File: src/rtl/core/mlk_pkg.sv
// ----------------------------------------------------------------------------
// mlk_pkg
// Shared widths, types, register indexes and the letter pattern table of the
// Morse letter keyer.
// ----------------------------------------------------------------------------
package mlk_pkg;

  // Width of the per-unit tick counter and length of a dash in units
  localparam int unsigned TICK_COUNT_WIDTH = 20;
  localparam int unsigned DASH_UNITS       = 3;
  localparam int unsigned CLOSE_GAP_UNITS  = 3;

  // Field and register widths
  localparam int unsigned UNIT_W   = 20;
  localparam int unsigned TONE_W   = 16;
  localparam int unsigned LETTER_W = 5;
  localparam int unsigned CFG_IDX_W = 1;
  localparam int unsigned CFG_DATA_W = (UNIT_W > TONE_W) ? UNIT_W : TONE_W;

  localparam int unsigned LETTER_COUNT = 26;

  // Element and unit counter widths
  localparam int unsigned PATTERN_W = 4;
  localparam int unsigned ELEM_W    = 3;
  localparam int unsigned MAX_UNITS = (DASH_UNITS > CLOSE_GAP_UNITS) ? DASH_UNITS
                                                                     : CLOSE_GAP_UNITS;
  localparam int unsigned UNITS_W   = $clog2(MAX_UNITS);

  // Width for comparing the tick count against the unit length and its cap
  localparam int unsigned CMP_W = ((TICK_COUNT_WIDTH > UNIT_W) ? TICK_COUNT_WIDTH
                                                               : UNIT_W) + 1;

  // Register indexes
  localparam logic [CFG_IDX_W-1:0] REG_UNIT_TICKS      = 1'd0;
  localparam logic [CFG_IDX_W-1:0] REG_TONE_HALF_TICKS = 1'd1;

  // Reset values of the registers
  localparam logic [UNIT_W-1:0] UNIT_TICKS_RST      = 20'd200000;
  localparam logic [TONE_W-1:0] TONE_HALF_TICKS_RST = 16'd833;

  typedef struct packed {
    logic [UNIT_W-1:0] unit_ticks;
    logic [TONE_W-1:0] tone_half_ticks;
  } mlk_cfg_t;

  typedef struct packed {
    logic                start_req;
    logic [LETTER_W-1:0] letter;
  } mlk_item_t;

  // Letter pattern: element count in the high nibble, elements in the low
  // nibble with the first one in bit 0 (1 = dash).
  function automatic logic [7:0] letter_code(input logic [LETTER_W-1:0] idx);
    logic [7:0] code;
    unique case (idx)
      5'd0:    code = 8'h22;
      5'd1:    code = 8'h41;
      5'd2:    code = 8'h45;
      5'd3:    code = 8'h31;
      5'd4:    code = 8'h10;
      5'd5:    code = 8'h44;
      5'd6:    code = 8'h33;
      5'd7:    code = 8'h40;
      5'd8:    code = 8'h20;
      5'd9:    code = 8'h4E;
      5'd10:   code = 8'h35;
      5'd11:   code = 8'h42;
      5'd12:   code = 8'h23;
      5'd13:   code = 8'h21;
      5'd14:   code = 8'h37;
      5'd15:   code = 8'h46;
      5'd16:   code = 8'h4B;
      5'd17:   code = 8'h32;
      5'd18:   code = 8'h30;
      5'd19:   code = 8'h11;
      5'd20:   code = 8'h34;
      5'd21:   code = 8'h48;
      5'd22:   code = 8'h36;
      5'd23:   code = 8'h49;
      5'd24:   code = 8'h4D;
      5'd25:   code = 8'h43;
      default: code = 8'h00;
    endcase
    return code;
  endfunction

endpackage

File: src/rtl/core/mlk_if.sv
// ----------------------------------------------------------------------------
// mlk_if
// Valid/ready channels of the Morse letter keyer: tick requests in, key
// results out.
// ----------------------------------------------------------------------------
interface mlk_in_if;
  logic                         valid;
  logic                         ready;
  logic                         start_req;
  logic [mlk_pkg::LETTER_W-1:0] letter;

  modport source (output valid, output start_req, output letter, input ready);
  modport sink   (input valid, input start_req, input letter, output ready);
endinterface

interface mlk_out_if;
  logic valid;
  logic ready;
  logic key_on;
  logic tone_level;
  logic busy_res;
  logic done_res;

  modport source (output valid, output key_on, output tone_level, output busy_res,
                  output done_res, input ready);
  modport sink   (input valid, input key_on, input tone_level, input busy_res,
                  input done_res, output ready);
endinterface

File: src/rtl/core/mlk_cfg_regs.sv
// ----------------------------------------------------------------------------
// mlk_cfg_regs
// Configuration registers: unit length and tone half-period.
// ----------------------------------------------------------------------------
module mlk_cfg_regs (
  input  logic                           clk,
  input  logic                           rst_n,
  input  logic                           cfg_we,
  input  logic [mlk_pkg::CFG_IDX_W-1:0]  cfg_index,
  input  logic [mlk_pkg::CFG_DATA_W-1:0] cfg_wdata,
  output mlk_pkg::mlk_cfg_t              cfg
);

  mlk_pkg::mlk_cfg_t cfg_r;
  mlk_pkg::mlk_cfg_t cfg_nxt;

  always_comb begin
    cfg_nxt = cfg_r;
    if (cfg_we) begin
      unique case (cfg_index)
        mlk_pkg::REG_UNIT_TICKS:
          cfg_nxt.unit_ticks = cfg_wdata[mlk_pkg::UNIT_W-1:0];
        mlk_pkg::REG_TONE_HALF_TICKS:
          cfg_nxt.tone_half_ticks = cfg_wdata[mlk_pkg::TONE_W-1:0];
        default: cfg_nxt = cfg_r;
      endcase
    end
  end

  always_ff @(posedge clk) begin
    if (!rst_n) begin
      cfg_r.unit_ticks      <= mlk_pkg::UNIT_TICKS_RST;
      cfg_r.tone_half_ticks <= mlk_pkg::TONE_HALF_TICKS_RST;
    end else begin
      cfg_r <= cfg_nxt;
    end
  end

  assign cfg = cfg_r;

endmodule

File: src/rtl/core/mlk_in_reg.sv
// ----------------------------------------------------------------------------
// mlk_in_reg
// Input register: captures one tick request and holds it until the keyer
// engine takes it.
// ----------------------------------------------------------------------------
module mlk_in_reg (
  input  logic               clk,
  input  logic               rst_n,
  mlk_in_if.sink             in_chan,
  output logic               item_valid,
  output mlk_pkg::mlk_item_t item,
  input  logic               item_take
);

  logic               valid_r;
  logic               valid_nxt;
  mlk_pkg::mlk_item_t item_r;
  logic               accept;

  // Free when empty or when the held request leaves this cycle
  assign in_chan.ready = !valid_r || item_take;
  assign accept        = in_chan.valid && in_chan.ready;

  always_comb begin
    valid_nxt = valid_r;
    if (accept) begin
      valid_nxt = 1'b1;
    end else if (item_take) begin
      valid_nxt = 1'b0;
    end
  end

  always_ff @(posedge clk) begin
    if (!rst_n) begin
      valid_r <= 1'b0;
    end else begin
      valid_r <= valid_nxt;
    end
  end

  always_ff @(posedge clk) begin
    if (accept) begin
      item_r.start_req <= in_chan.start_req;
      item_r.letter    <= in_chan.letter;
    end
  end

  assign item_valid = valid_r;
  assign item       = item_r;

endmodule

File: src/rtl/core/mlk_engine.sv
// ----------------------------------------------------------------------------
// mlk_engine
// Keyer sequencer and result register: one tick request advances the element,
// unit, tick and tone counters and yields one registered result.
// ----------------------------------------------------------------------------
module mlk_engine (
  input  logic               clk,
  input  logic               rst_n,
  input  mlk_pkg::mlk_cfg_t  cfg,
  input  logic               item_valid,
  input  mlk_pkg::mlk_item_t item,
  output logic               item_take,
  mlk_out_if.source          out_chan
);

  typedef enum logic [1:0] {
    PH_IDLE,
    PH_MARK,
    PH_GAP
  } phase_t;

  localparam int unsigned TW = mlk_pkg::TICK_COUNT_WIDTH;
  localparam int unsigned CW = mlk_pkg::CMP_W;

  localparam logic [mlk_pkg::UNITS_W-1:0] DASH_LEFT =
    mlk_pkg::UNITS_W'(mlk_pkg::DASH_UNITS - 1);
  localparam logic [mlk_pkg::UNITS_W-1:0] CLOSE_LEFT =
    mlk_pkg::UNITS_W'(mlk_pkg::CLOSE_GAP_UNITS - 1);
  localparam logic [CW-1:0] TICK_CAP = CW'(1) << TW;

  phase_t                          phase_r, phase_nxt;
  logic [mlk_pkg::PATTERN_W-1:0]   pattern_r, pattern_nxt;
  logic [mlk_pkg::ELEM_W-1:0]      elems_r, elems_nxt;
  logic [mlk_pkg::UNITS_W-1:0]     units_r, units_nxt;
  logic [TW-1:0]                   tick_r, tick_nxt;
  logic [mlk_pkg::TONE_W-1:0]      tone_cnt_r, tone_cnt_nxt;
  logic                            tone_st_r, tone_st_nxt;

  logic                            out_valid_r, out_valid_nxt;
  logic                            key_r, tone_r, busy_r, done_r;

  logic                            out_free;
  logic [CW-1:0]                   unit_ext;
  logic [CW-1:0]                   unit_lim;
  logic [CW-1:0]                   tick_p1;
  logic                            last_tick;
  logic [mlk_pkg::TONE_W:0]        half_ext;
  logic [mlk_pkg::TONE_W:0]        tone_p1;
  logic [7:0]                      code;
  logic                            res_key, res_tone, res_busy, res_done;

  assign out_free  = !out_valid_r || out_chan.ready;
  assign item_take = item_valid && out_free;

  // Unit length: zero acts as one, capped at the tick counter range
  always_comb begin
    unit_ext = CW'(cfg.unit_ticks);
    if (cfg.unit_ticks == '0) begin
      unit_ext = CW'(1);
    end
    unit_lim = (unit_ext > TICK_CAP) ? TICK_CAP : unit_ext;
  end

  assign tick_p1   = CW'(tick_r) + CW'(1);
  assign last_tick = tick_p1 >= unit_lim;

  assign half_ext = (cfg.tone_half_ticks == '0) ? (mlk_pkg::TONE_W+1)'(1)
                                                 : {1'b0, cfg.tone_half_ticks};
  assign tone_p1  = {1'b0, tone_cnt_r} + (mlk_pkg::TONE_W+1)'(1);

  assign code = mlk_pkg::letter_code(item.letter);

  // Result reflects the state held before this tick's update
  assign res_key  = (phase_r == PH_MARK);
  assign res_tone = res_key && tone_st_r;
  assign res_busy = (phase_r != PH_IDLE);
  assign res_done = (phase_r == PH_GAP) && (elems_r == '0) && (units_r == '0) && last_tick;

  always_comb begin
    phase_nxt    = phase_r;
    pattern_nxt  = pattern_r;
    elems_nxt    = elems_r;
    units_nxt    = units_r;
    tick_nxt     = tick_r;
    tone_cnt_nxt = tone_cnt_r;
    tone_st_nxt  = tone_st_r;

    if (item_take) begin
      unique case (phase_r)
        PH_IDLE: begin
          if (item.start_req && (item.letter < mlk_pkg::LETTER_W'(mlk_pkg::LETTER_COUNT))) begin
            phase_nxt    = PH_MARK;
            units_nxt    = code[0] ? DASH_LEFT : '0;
            tone_cnt_nxt = '0;
            tone_st_nxt  = 1'b1;
            pattern_nxt  = {1'b0, code[3:1]};
            elems_nxt    = mlk_pkg::ELEM_W'(code[7:4] - 4'd1);
            tick_nxt     = '0;
          end
        end
        PH_MARK, PH_GAP: begin
          if (phase_r == PH_MARK) begin
            if (tone_p1 >= half_ext) begin
              tone_cnt_nxt = '0;
              tone_st_nxt  = !tone_st_r;
            end else begin
              tone_cnt_nxt = tone_p1[mlk_pkg::TONE_W-1:0];
            end
          end

          if (!last_tick) begin
            tick_nxt = tick_p1[TW-1:0];
          end else begin
            tick_nxt = '0;
            if (units_r != '0) begin
              units_nxt = units_r - mlk_pkg::UNITS_W'(1);
            end else if (phase_r == PH_MARK) begin
              // Element over: one-unit gap, or the closing gap after the last
              phase_nxt    = PH_GAP;
              units_nxt    = (elems_r != '0) ? '0 : CLOSE_LEFT;
              tone_st_nxt  = 1'b0;
              tone_cnt_nxt = '0;
            end else if (elems_r != '0) begin
              phase_nxt    = PH_MARK;
              units_nxt    = pattern_r[0] ? DASH_LEFT : '0;
              tone_cnt_nxt = '0;
              tone_st_nxt  = 1'b1;
              pattern_nxt  = pattern_r >> 1;
              elems_nxt    = elems_r - mlk_pkg::ELEM_W'(1);
            end else begin
              phase_nxt    = PH_IDLE;
              pattern_nxt  = '0;
              units_nxt    = '0;
              tone_st_nxt  = 1'b0;
              tone_cnt_nxt = '0;
            end
          end
        end
        default: phase_nxt = PH_IDLE;
      endcase
    end
  end

  always_comb begin
    out_valid_nxt = out_valid_r;
    if (item_take) begin
      out_valid_nxt = 1'b1;
    end else if (out_chan.ready) begin
      out_valid_nxt = 1'b0;
    end
  end

  always_ff @(posedge clk) begin
    if (!rst_n) begin
      phase_r     <= PH_IDLE;
      pattern_r   <= '0;
      elems_r     <= '0;
      units_r     <= '0;
      tick_r      <= '0;
      tone_cnt_r  <= '0;
      tone_st_r   <= 1'b0;
      out_valid_r <= 1'b0;
    end else begin
      phase_r     <= phase_nxt;
      pattern_r   <= pattern_nxt;
      elems_r     <= elems_nxt;
      units_r     <= units_nxt;
      tick_r      <= tick_nxt;
      tone_cnt_r  <= tone_cnt_nxt;
      tone_st_r   <= tone_st_nxt;
      out_valid_r <= out_valid_nxt;
    end
  end

  always_ff @(posedge clk) begin
    if (item_take) begin
      key_r  <= res_key;
      tone_r <= res_tone;
      busy_r <= res_busy;
      done_r <= res_done;
    end
  end

  assign out_chan.valid      = out_valid_r;
  assign out_chan.key_on     = key_r;
  assign out_chan.tone_level = tone_r;
  assign out_chan.busy_res   = busy_r;
  assign out_chan.done_res   = done_r;

endmodule

File: src/rtl/core/morse_letter_keyer.sv
// ----------------------------------------------------------------------------
// morse_letter_keyer
// Morse letter keyer: sends one letter A..Z as keyed dots and dashes with a
// square tone while keyed.
// ----------------------------------------------------------------------------
// Every request on in_chan is one time tick and yields exactly one result on
// out_chan, in order. A request with start_req high and a letter index 0..25
// starts that letter when the keyer is idle; while busy, and for indexes
// 26..31, starts are ignored. A dot is keyed for one unit, a dash for three,
// with a one-unit gap between elements and a three-unit gap after the last;
// done_res marks the final tick of that closing gap. One unit is unit_ticks
// ticks (register 0) and the tone toggles every tone_half_ticks ticks
// (register 1), starting high at each element; a value of zero acts as one.
// Each result shows the keyer state as it stood before its own tick. The
// block takes one request per clock cycle while out_chan does not stall: a
// request taken is held in the input register, and the sequencer then writes
// its result into the result register, from which it is offered on out_chan.
// While out_chan stalls the sequencer holds, and the input register can still
// take one request while it is empty. Write the configuration registers only
// while no results are pending; a write takes effect on the next tick.
module morse_letter_keyer (
  input  logic                           clk,
  input  logic                           rst_n,
  mlk_in_if.sink                         in_chan,
  mlk_out_if.source                      out_chan,
  input  logic                           cfg_we,
  input  logic [mlk_pkg::CFG_IDX_W-1:0]  cfg_index,
  input  logic [mlk_pkg::CFG_DATA_W-1:0] cfg_wdata
);

  mlk_pkg::mlk_cfg_t  cfg;
  mlk_pkg::mlk_item_t item;
  logic               item_valid;
  logic               item_take;

  // Hold the register values used by the sequencer
  mlk_cfg_regs u_cfg_regs (
    .clk       (clk),
    .rst_n     (rst_n),
    .cfg_we    (cfg_we),
    .cfg_index (cfg_index),
    .cfg_wdata (cfg_wdata),
    .cfg       (cfg)
  );

  // Capture the incoming tick request
  mlk_in_reg u_in_reg (
    .clk        (clk),
    .rst_n      (rst_n),
    .in_chan    (in_chan),
    .item_valid (item_valid),
    .item       (item),
    .item_take  (item_take)
  );

  // Advance the keyer and register one result per request
  mlk_engine u_engine (
    .clk        (clk),
    .rst_n      (rst_n),
    .cfg        (cfg),
    .item_valid (item_valid),
    .item       (item),
    .item_take  (item_take),
    .out_chan   (out_chan)
  );

  // The input stage only backs up when it holds a request
  a_in_stall_holds: assert property (@(posedge clk) disable iff (!rst_n)
    !in_chan.ready |-> item_valid)
    else $error("input stage stalls while empty");

  // No request enters the sequencer while a result waits to be taken
  a_no_overwrite: assert property (@(posedge clk) disable iff (!rst_n)
    (out_chan.valid && !out_chan.ready) |-> !item_take)
    else $error("result register overwritten while stalled");

  // Tone sounds only while keyed, and done ends a busy closing gap
  a_tone_keyed: assert property (@(posedge clk) disable iff (!rst_n)
    out_chan.valid |-> ((!out_chan.tone_level || out_chan.key_on) &&
                        (!out_chan.done_res || (out_chan.busy_res && !out_chan.key_on))))
    else $error("tone or done outside its phase");

endmodule
File: src/flat_wrapper.sv
// flat-port wrapper written by rule: the top's interface ports become plain ports
module morse_letter_keyer_flat 
  (clk, rst_n, cfg_we, cfg_index, cfg_wdata, in_chan_valid, in_chan_start_req, in_chan_letter, in_chan_ready, out_chan_valid, out_chan_key_on, out_chan_tone_level, out_chan_busy_res, out_chan_done_res, out_chan_ready);
  mlk_in_if in_chan_i ();
  mlk_out_if out_chan_i ();
  input  logic clk;
  input  logic rst_n;
  input  logic cfg_we;
  input  logic [mlk_pkg::CFG_IDX_W-1:0] cfg_index;
  input  logic [mlk_pkg::CFG_DATA_W-1:0] cfg_wdata;
  input wire logic [$bits(in_chan_i.valid)-1:0] in_chan_valid;
  input wire logic [$bits(in_chan_i.start_req)-1:0] in_chan_start_req;
  input wire logic [$bits(in_chan_i.letter)-1:0] in_chan_letter;
  output wire logic [$bits(in_chan_i.ready)-1:0] in_chan_ready;
  output wire logic [$bits(out_chan_i.valid)-1:0] out_chan_valid;
  output wire logic [$bits(out_chan_i.key_on)-1:0] out_chan_key_on;
  output wire logic [$bits(out_chan_i.tone_level)-1:0] out_chan_tone_level;
  output wire logic [$bits(out_chan_i.busy_res)-1:0] out_chan_busy_res;
  output wire logic [$bits(out_chan_i.done_res)-1:0] out_chan_done_res;
  input wire logic [$bits(out_chan_i.ready)-1:0] out_chan_ready;
  assign in_chan_i.valid = in_chan_valid;
  assign in_chan_i.start_req = in_chan_start_req;
  assign in_chan_i.letter = in_chan_letter;
  assign in_chan_ready = in_chan_i.ready;
  assign out_chan_valid = out_chan_i.valid;
  assign out_chan_key_on = out_chan_i.key_on;
  assign out_chan_tone_level = out_chan_i.tone_level;
  assign out_chan_busy_res = out_chan_i.busy_res;
  assign out_chan_done_res = out_chan_i.done_res;
  assign out_chan_i.ready = out_chan_ready;
  morse_letter_keyer u_core (.clk(clk), .rst_n(rst_n), .in_chan(in_chan_i), .out_chan(out_chan_i), .cfg_we(cfg_we), .cfg_index(cfg_index), .cfg_wdata(cfg_wdata));
endmodule
File: config.mk
export PLATFORM = sky130hd
export DESIGN_NAME = morse_letter_keyer_flat
export DESIGN_NICKNAME = d
export VERILOG_FILES = /design/src/rtl/core/mlk_pkg.sv /design/src/rtl/core/mlk_if.sv /design/src/rtl/core/mlk_cfg_regs.sv /design/src/rtl/core/mlk_in_reg.sv /design/src/rtl/core/mlk_engine.sv /design/src/rtl/core/morse_letter_keyer.sv /design/src/flat_wrapper.sv
export SDC_FILE = /design/constraint.sdc
export NUM_CORES = 1
export LEC_CHECK = 0
export BUFFER_PORTS_ARGS = -buffer_cell sky130_fd_sc_hd__buf_2
export CAP_MARGIN = 20
export CORE_UTILIZATION = 35
export CTS_BUF_LIST = sky130_fd_sc_hd__clkbuf_4
export CTS_CLUSTER_SIZE = 30
export DETAILED_ROUTE_END_ITERATION = 10
export PLACE_DENSITY = 0.54
export SLEW_MARGIN = 20
export SYNTH_ARGS = -nofsm -noshare
export SYNTH_HDL_FRONTEND = slang
export SYNTH_SLANG_ARGS = --single-unit
File: constraint.sdc
create_clock -name clk -period 3.2 [get_ports clk]
set_clock_uncertainty 0.05 [all_clocks]
set_input_delay 0.16 -clock clk [delete_from_list [all_inputs] [get_ports clk]]
set_output_delay 0.16 -clock clk [all_outputs]
set_load 0.02 [all_outputs]
==> flow_summary_export.csv <==
group,metric,value,unit
status,status,"complete, but fails checks",
status,failed_checks,"setup timing",
grt,grt_overflow,0,
synth,syn_inst,736,
routing,remaining_drc_errors,0,
sta,setup_viol,15,
synth,ys_seq_area_frac,0.3438,
die,die_width,135.4,um
worst_setup_path,critical_path_class,"reg2reg",
routing,drtAntennaViolNets,0,
finish,drive_gt1_frac,0.2693,
grt,first_global_vias,5569,
routing,vias_per_cell,5.259,
power_and_ir_drop,powerDensity,307.2,mW/mm2
worst_setup_path,r2r-start,"u_core.u_engine.tick_r[0]",
die,start_util,0.3589,
synth,yosysMostFrequentCell,"nand2_1",
flow_run,drv_cap,0,
synth,ys_top_cells_by_area,"dfxtp_1 (30%), ha_1 (9.8%), nand2_1 (8.2%), edfxtp_1 (4.8%), a21boi_0 (4.0%)",
sta,layout_min_cycle_time,3.254,ns
synth,synth.net_count,817,
synth,netlist_area,0.006230,mm2
worst_setup_path,reg2reg_slack,-0.05,ns
worst_hold_path,hold_class,"in2reg",
clocking,clkSlewWorstSetupHoldPaths,0.17,ns
sta,drv_slew,0,
placed_design,gp_congestion,0.8564,
synth,synth_top_flop_cell,"dfxtp_1",
power_and_ir_drop,cellLeakagePower,0.003398,uW
sta,rsz0062_at_grt,"true",
grt,grt_start_max_net_pins,42,
worst_setup_path,endpoint_kind,"flip-flop",
clocking,cts_root_buffer,"clkbuf_4",
die,dieArea,0.01834,mm2
worst_setup_path,cp.arrival,3.62,ns
sta,final-hold-violation-count,0,
sta,final.period_utilization,1.017,
synth,synth-warning-count,0,
routing,wl_per_cell,15.60,um
routing,drt_iter0_drc,329,
worst_setup_path,worst_r2r_endpoint,"u_core.u_engine.tone_cnt_r[15]",
power_and_ir_drop,total_power,2527,uW
placed_design,port_buffers,37,
grt,gr-usage-all-layers,0.1865,
synth,synth_commonest_cells,"nand2_1 (136), dfxtp_1 (92), inv_1 (53)",
finish,finalNetCount,956,
synth,synth_edf_count,10,
worst_setup_path,required,3.57,ns
synth,synth_top_area_frac,0.2956,
routing,wl,17.25,mm
worst_hold_path,hold_path_depth,5,
worst_setup_path,path_max_fanout,7,
clocking,cts_buffers,9,
worst_setup_path,startpoint_type,"flip-flop",
clocking,tritoncts,"done",
placed_design,place_hpwl,12.13,mm
synth,synth_area_leader_cell,"dfxtp_1",
sta,tns,-0.5218,ns
die,core.rowCount,48,
finish,final_cell_area,0.008225,mm2
die,die_h,135.4,um
routing,first_pass_iters,7,
die,io_pins,38,
synth,yosysUniqueCellTypes,74,
clocking,cts.sinks,102,
clocking,clockBufferDepth,2,
grt,antenna_found_initial,1,
finish,syn_to_final_growth,32.03,%
routing,vias,5816,
die,fp.coreArea,0.01736,mm2
grt,grt_pass1_wl,27.00,mm
placed_design,pre_cts_ws,-0.1998,ns
sta,fin_ws,-0.05444,ns
power_and_ir_drop,peakVddDrop,0.1422,mV
worst_setup_path,worstRegToRegCells,15,
synth,synth.avg_cell_area,8.464,um2
synth,ys_ff_latch,102,
sta,tightest_slew,0.7967,ns
sta,relSlewSlack,0.4537,
sta,fmax,307.3,MHz
synth,async_flop_share,0,
clocking,insertion_delay,0.50,ns
clocking,htreeDepth,3,
worst_hold_path,min_to,"u_core.u_cfg_regs.cfg[16]",
worst_hold_path,hp-start,"cfg_index",
placed_design,placed_area,0.007142,mm2
finish,n_fill_cell,1622,
==> metal layers <==
metal,share of wire,global-route usage,wire length [um]
met4,0.019,0.07678,328
met1,0.45,0.2261,7714
met5,0,0,0
met2,0.51,0.3296,8718
met3,0.028,0.02544,489
==> cell usage in the layout, fill, tap and decap left out, types with 10 or more instances in the layout <==
cell type and count:
a21boi_0 30, a21boi_1 14, a21oi_1 14, buf_2 37, buf_4 79, buf_6 10
dfxtp_1 84, dlygate4sd3_1 29, edfxtp_1 10, ha_1 45, inv_1 53, mux2i_1 10
nand2_1 132, nand3_1 32, nand4_1 13, nor2_1 32, o211ai_1 12, o21ai_0 17
xnor2_1 14
==> repair_timing <==
item | CTS | global route
hold endpoints to repair | 44 | 0
hold buffers | 29 | 0
setup buffers | 9 | 10
gates cloned | 1 | 2
endpoints found under the setup margin | 42 | 48
pin swaps | 14 | 54
gates resized for setup | 34 | 57
==> area by class of cell <==
| cell class | count | area (um2) | area share |
|---|---|---|---|
| multi-input combinational | 550 | 4170 | 0.5070 |
| sequential | 102 | 2152 | 0.2616 |
| timing repair buffer | 159 | 1271 | 0.1545 |
| tap | 225 | 281.5 | 0.03423 |
| inverter | 53 | 198.9 | 0.02419 |
| clock inverter | 7 | 81.33 | 0.009887 |
| clock buffer | 9 | 67.56 | 0.008214 |
| antenna | 1 | 2.502 | 0.0003042 |
==> sequential cells by signal (all words and copies together), names as in the netlist <==
name and count:
u_core.u_cfg_regs.cfg 36, u_core.u_engine.tick_r 20, u_core.u_engine.tone_cnt_r 16, u_core.u_engine.code 7
u_core.u_in_reg.item 6, u_core.u_engine.elems_r 3, u_core.u_engine.pattern_r 3, u_core.u_engine.phase_r 2
u_core.u_engine.units_r 2, u_core.u_engine.out_chan.busy_res 1, u_core.u_engine.out_chan.done_res 1, u_core.u_engine.out_chan.key_on 1
u_core.u_engine.out_chan.tone_level 1, u_core.u_engine.out_chan.valid 1, u_core.u_engine.tone_st_r 1, u_core.u_in_reg.item_valid 1
==> how the worst max path moves through the flow <==
| stage | start | end | slack, ns | depth (start not counted) |
|---|---|---|---|---|
| after floorplan | u_core.u_engine.tick_r[0] | u_core.u_engine.tone_cnt_r[0] | 0.006 | 14 |
| after global placement | u_core.u_engine.tick_r[0] | u_core.u_engine.tone_cnt_r[6] | -0.13 | 12 |
| after detailed placement | u_core.u_engine.tick_r[0] | u_core.u_engine.tone_cnt_r[1] | -0.20 | 15 |
| after CTS | u_core.u_engine.tone_cnt_r[1] | u_core.u_engine.tone_cnt_r[5] | -0.02 | 13 |
| after global routing | u_core.u_engine.tick_r[0] | u_core.u_engine.tone_cnt_r[7] | -0.22 | 14 |
| final | u_core.u_engine.tick_r[0] | u_core.u_engine.tone_cnt_r[15] | -0.05 | 15 |
==> critical path, stage by stage, from the launching register on <==
cell and delay, ns:
dfxtp_2 0.39, ha_4 0.14, nand4_1 0.09, or3_4 0.45, nor2_4 0.18, xor2_4 0.10
ha_4 0.29, nand2_2 0.09, nor3_4 0.19, buf_4 0.16, o311ai_4 0.15, a21oi_4 0.36
nor3_4 0.06, buf_4 0.16, buf_4 0.12, a22o_1 0.17
==> stage by stage <==
stage	hold WS [ns]	util	instances
detailed placement	0.2915	0.4115	1039
global placement	0.2879	0.4115	1039
floorplan	0.2089	-	736
global route	0.1626	0.4739	1106
finish	0.1520	0.4739	1106
CTS	0.1126	0.4504	1094
==> power breakdown <==
group,internal [uW],switching [uW],leakage [uW]
clock,249,487,0.0000760
combinational,181,234,0.00247
sequential,1340,33.4,0.000851
total,1770,754,0.00340
==> logic make-up after synthesis <==
logic type / Yosys count / share of synthesized area
buffers and inverters: 85 / 0.05623
adder cells (fa/ha/maj): 49 / 0.09841
AO/OA/AOI/OAI: 164 / 0.2055
multiplexers: 16 / 0.02872
flip-flops: 102 / 0.3438
AND/OR/NAND/NOR: 290 / 0.2251
XOR/XNOR: 30 / 0.04218
Note: power is estimated with default switching activity, not from simulation.
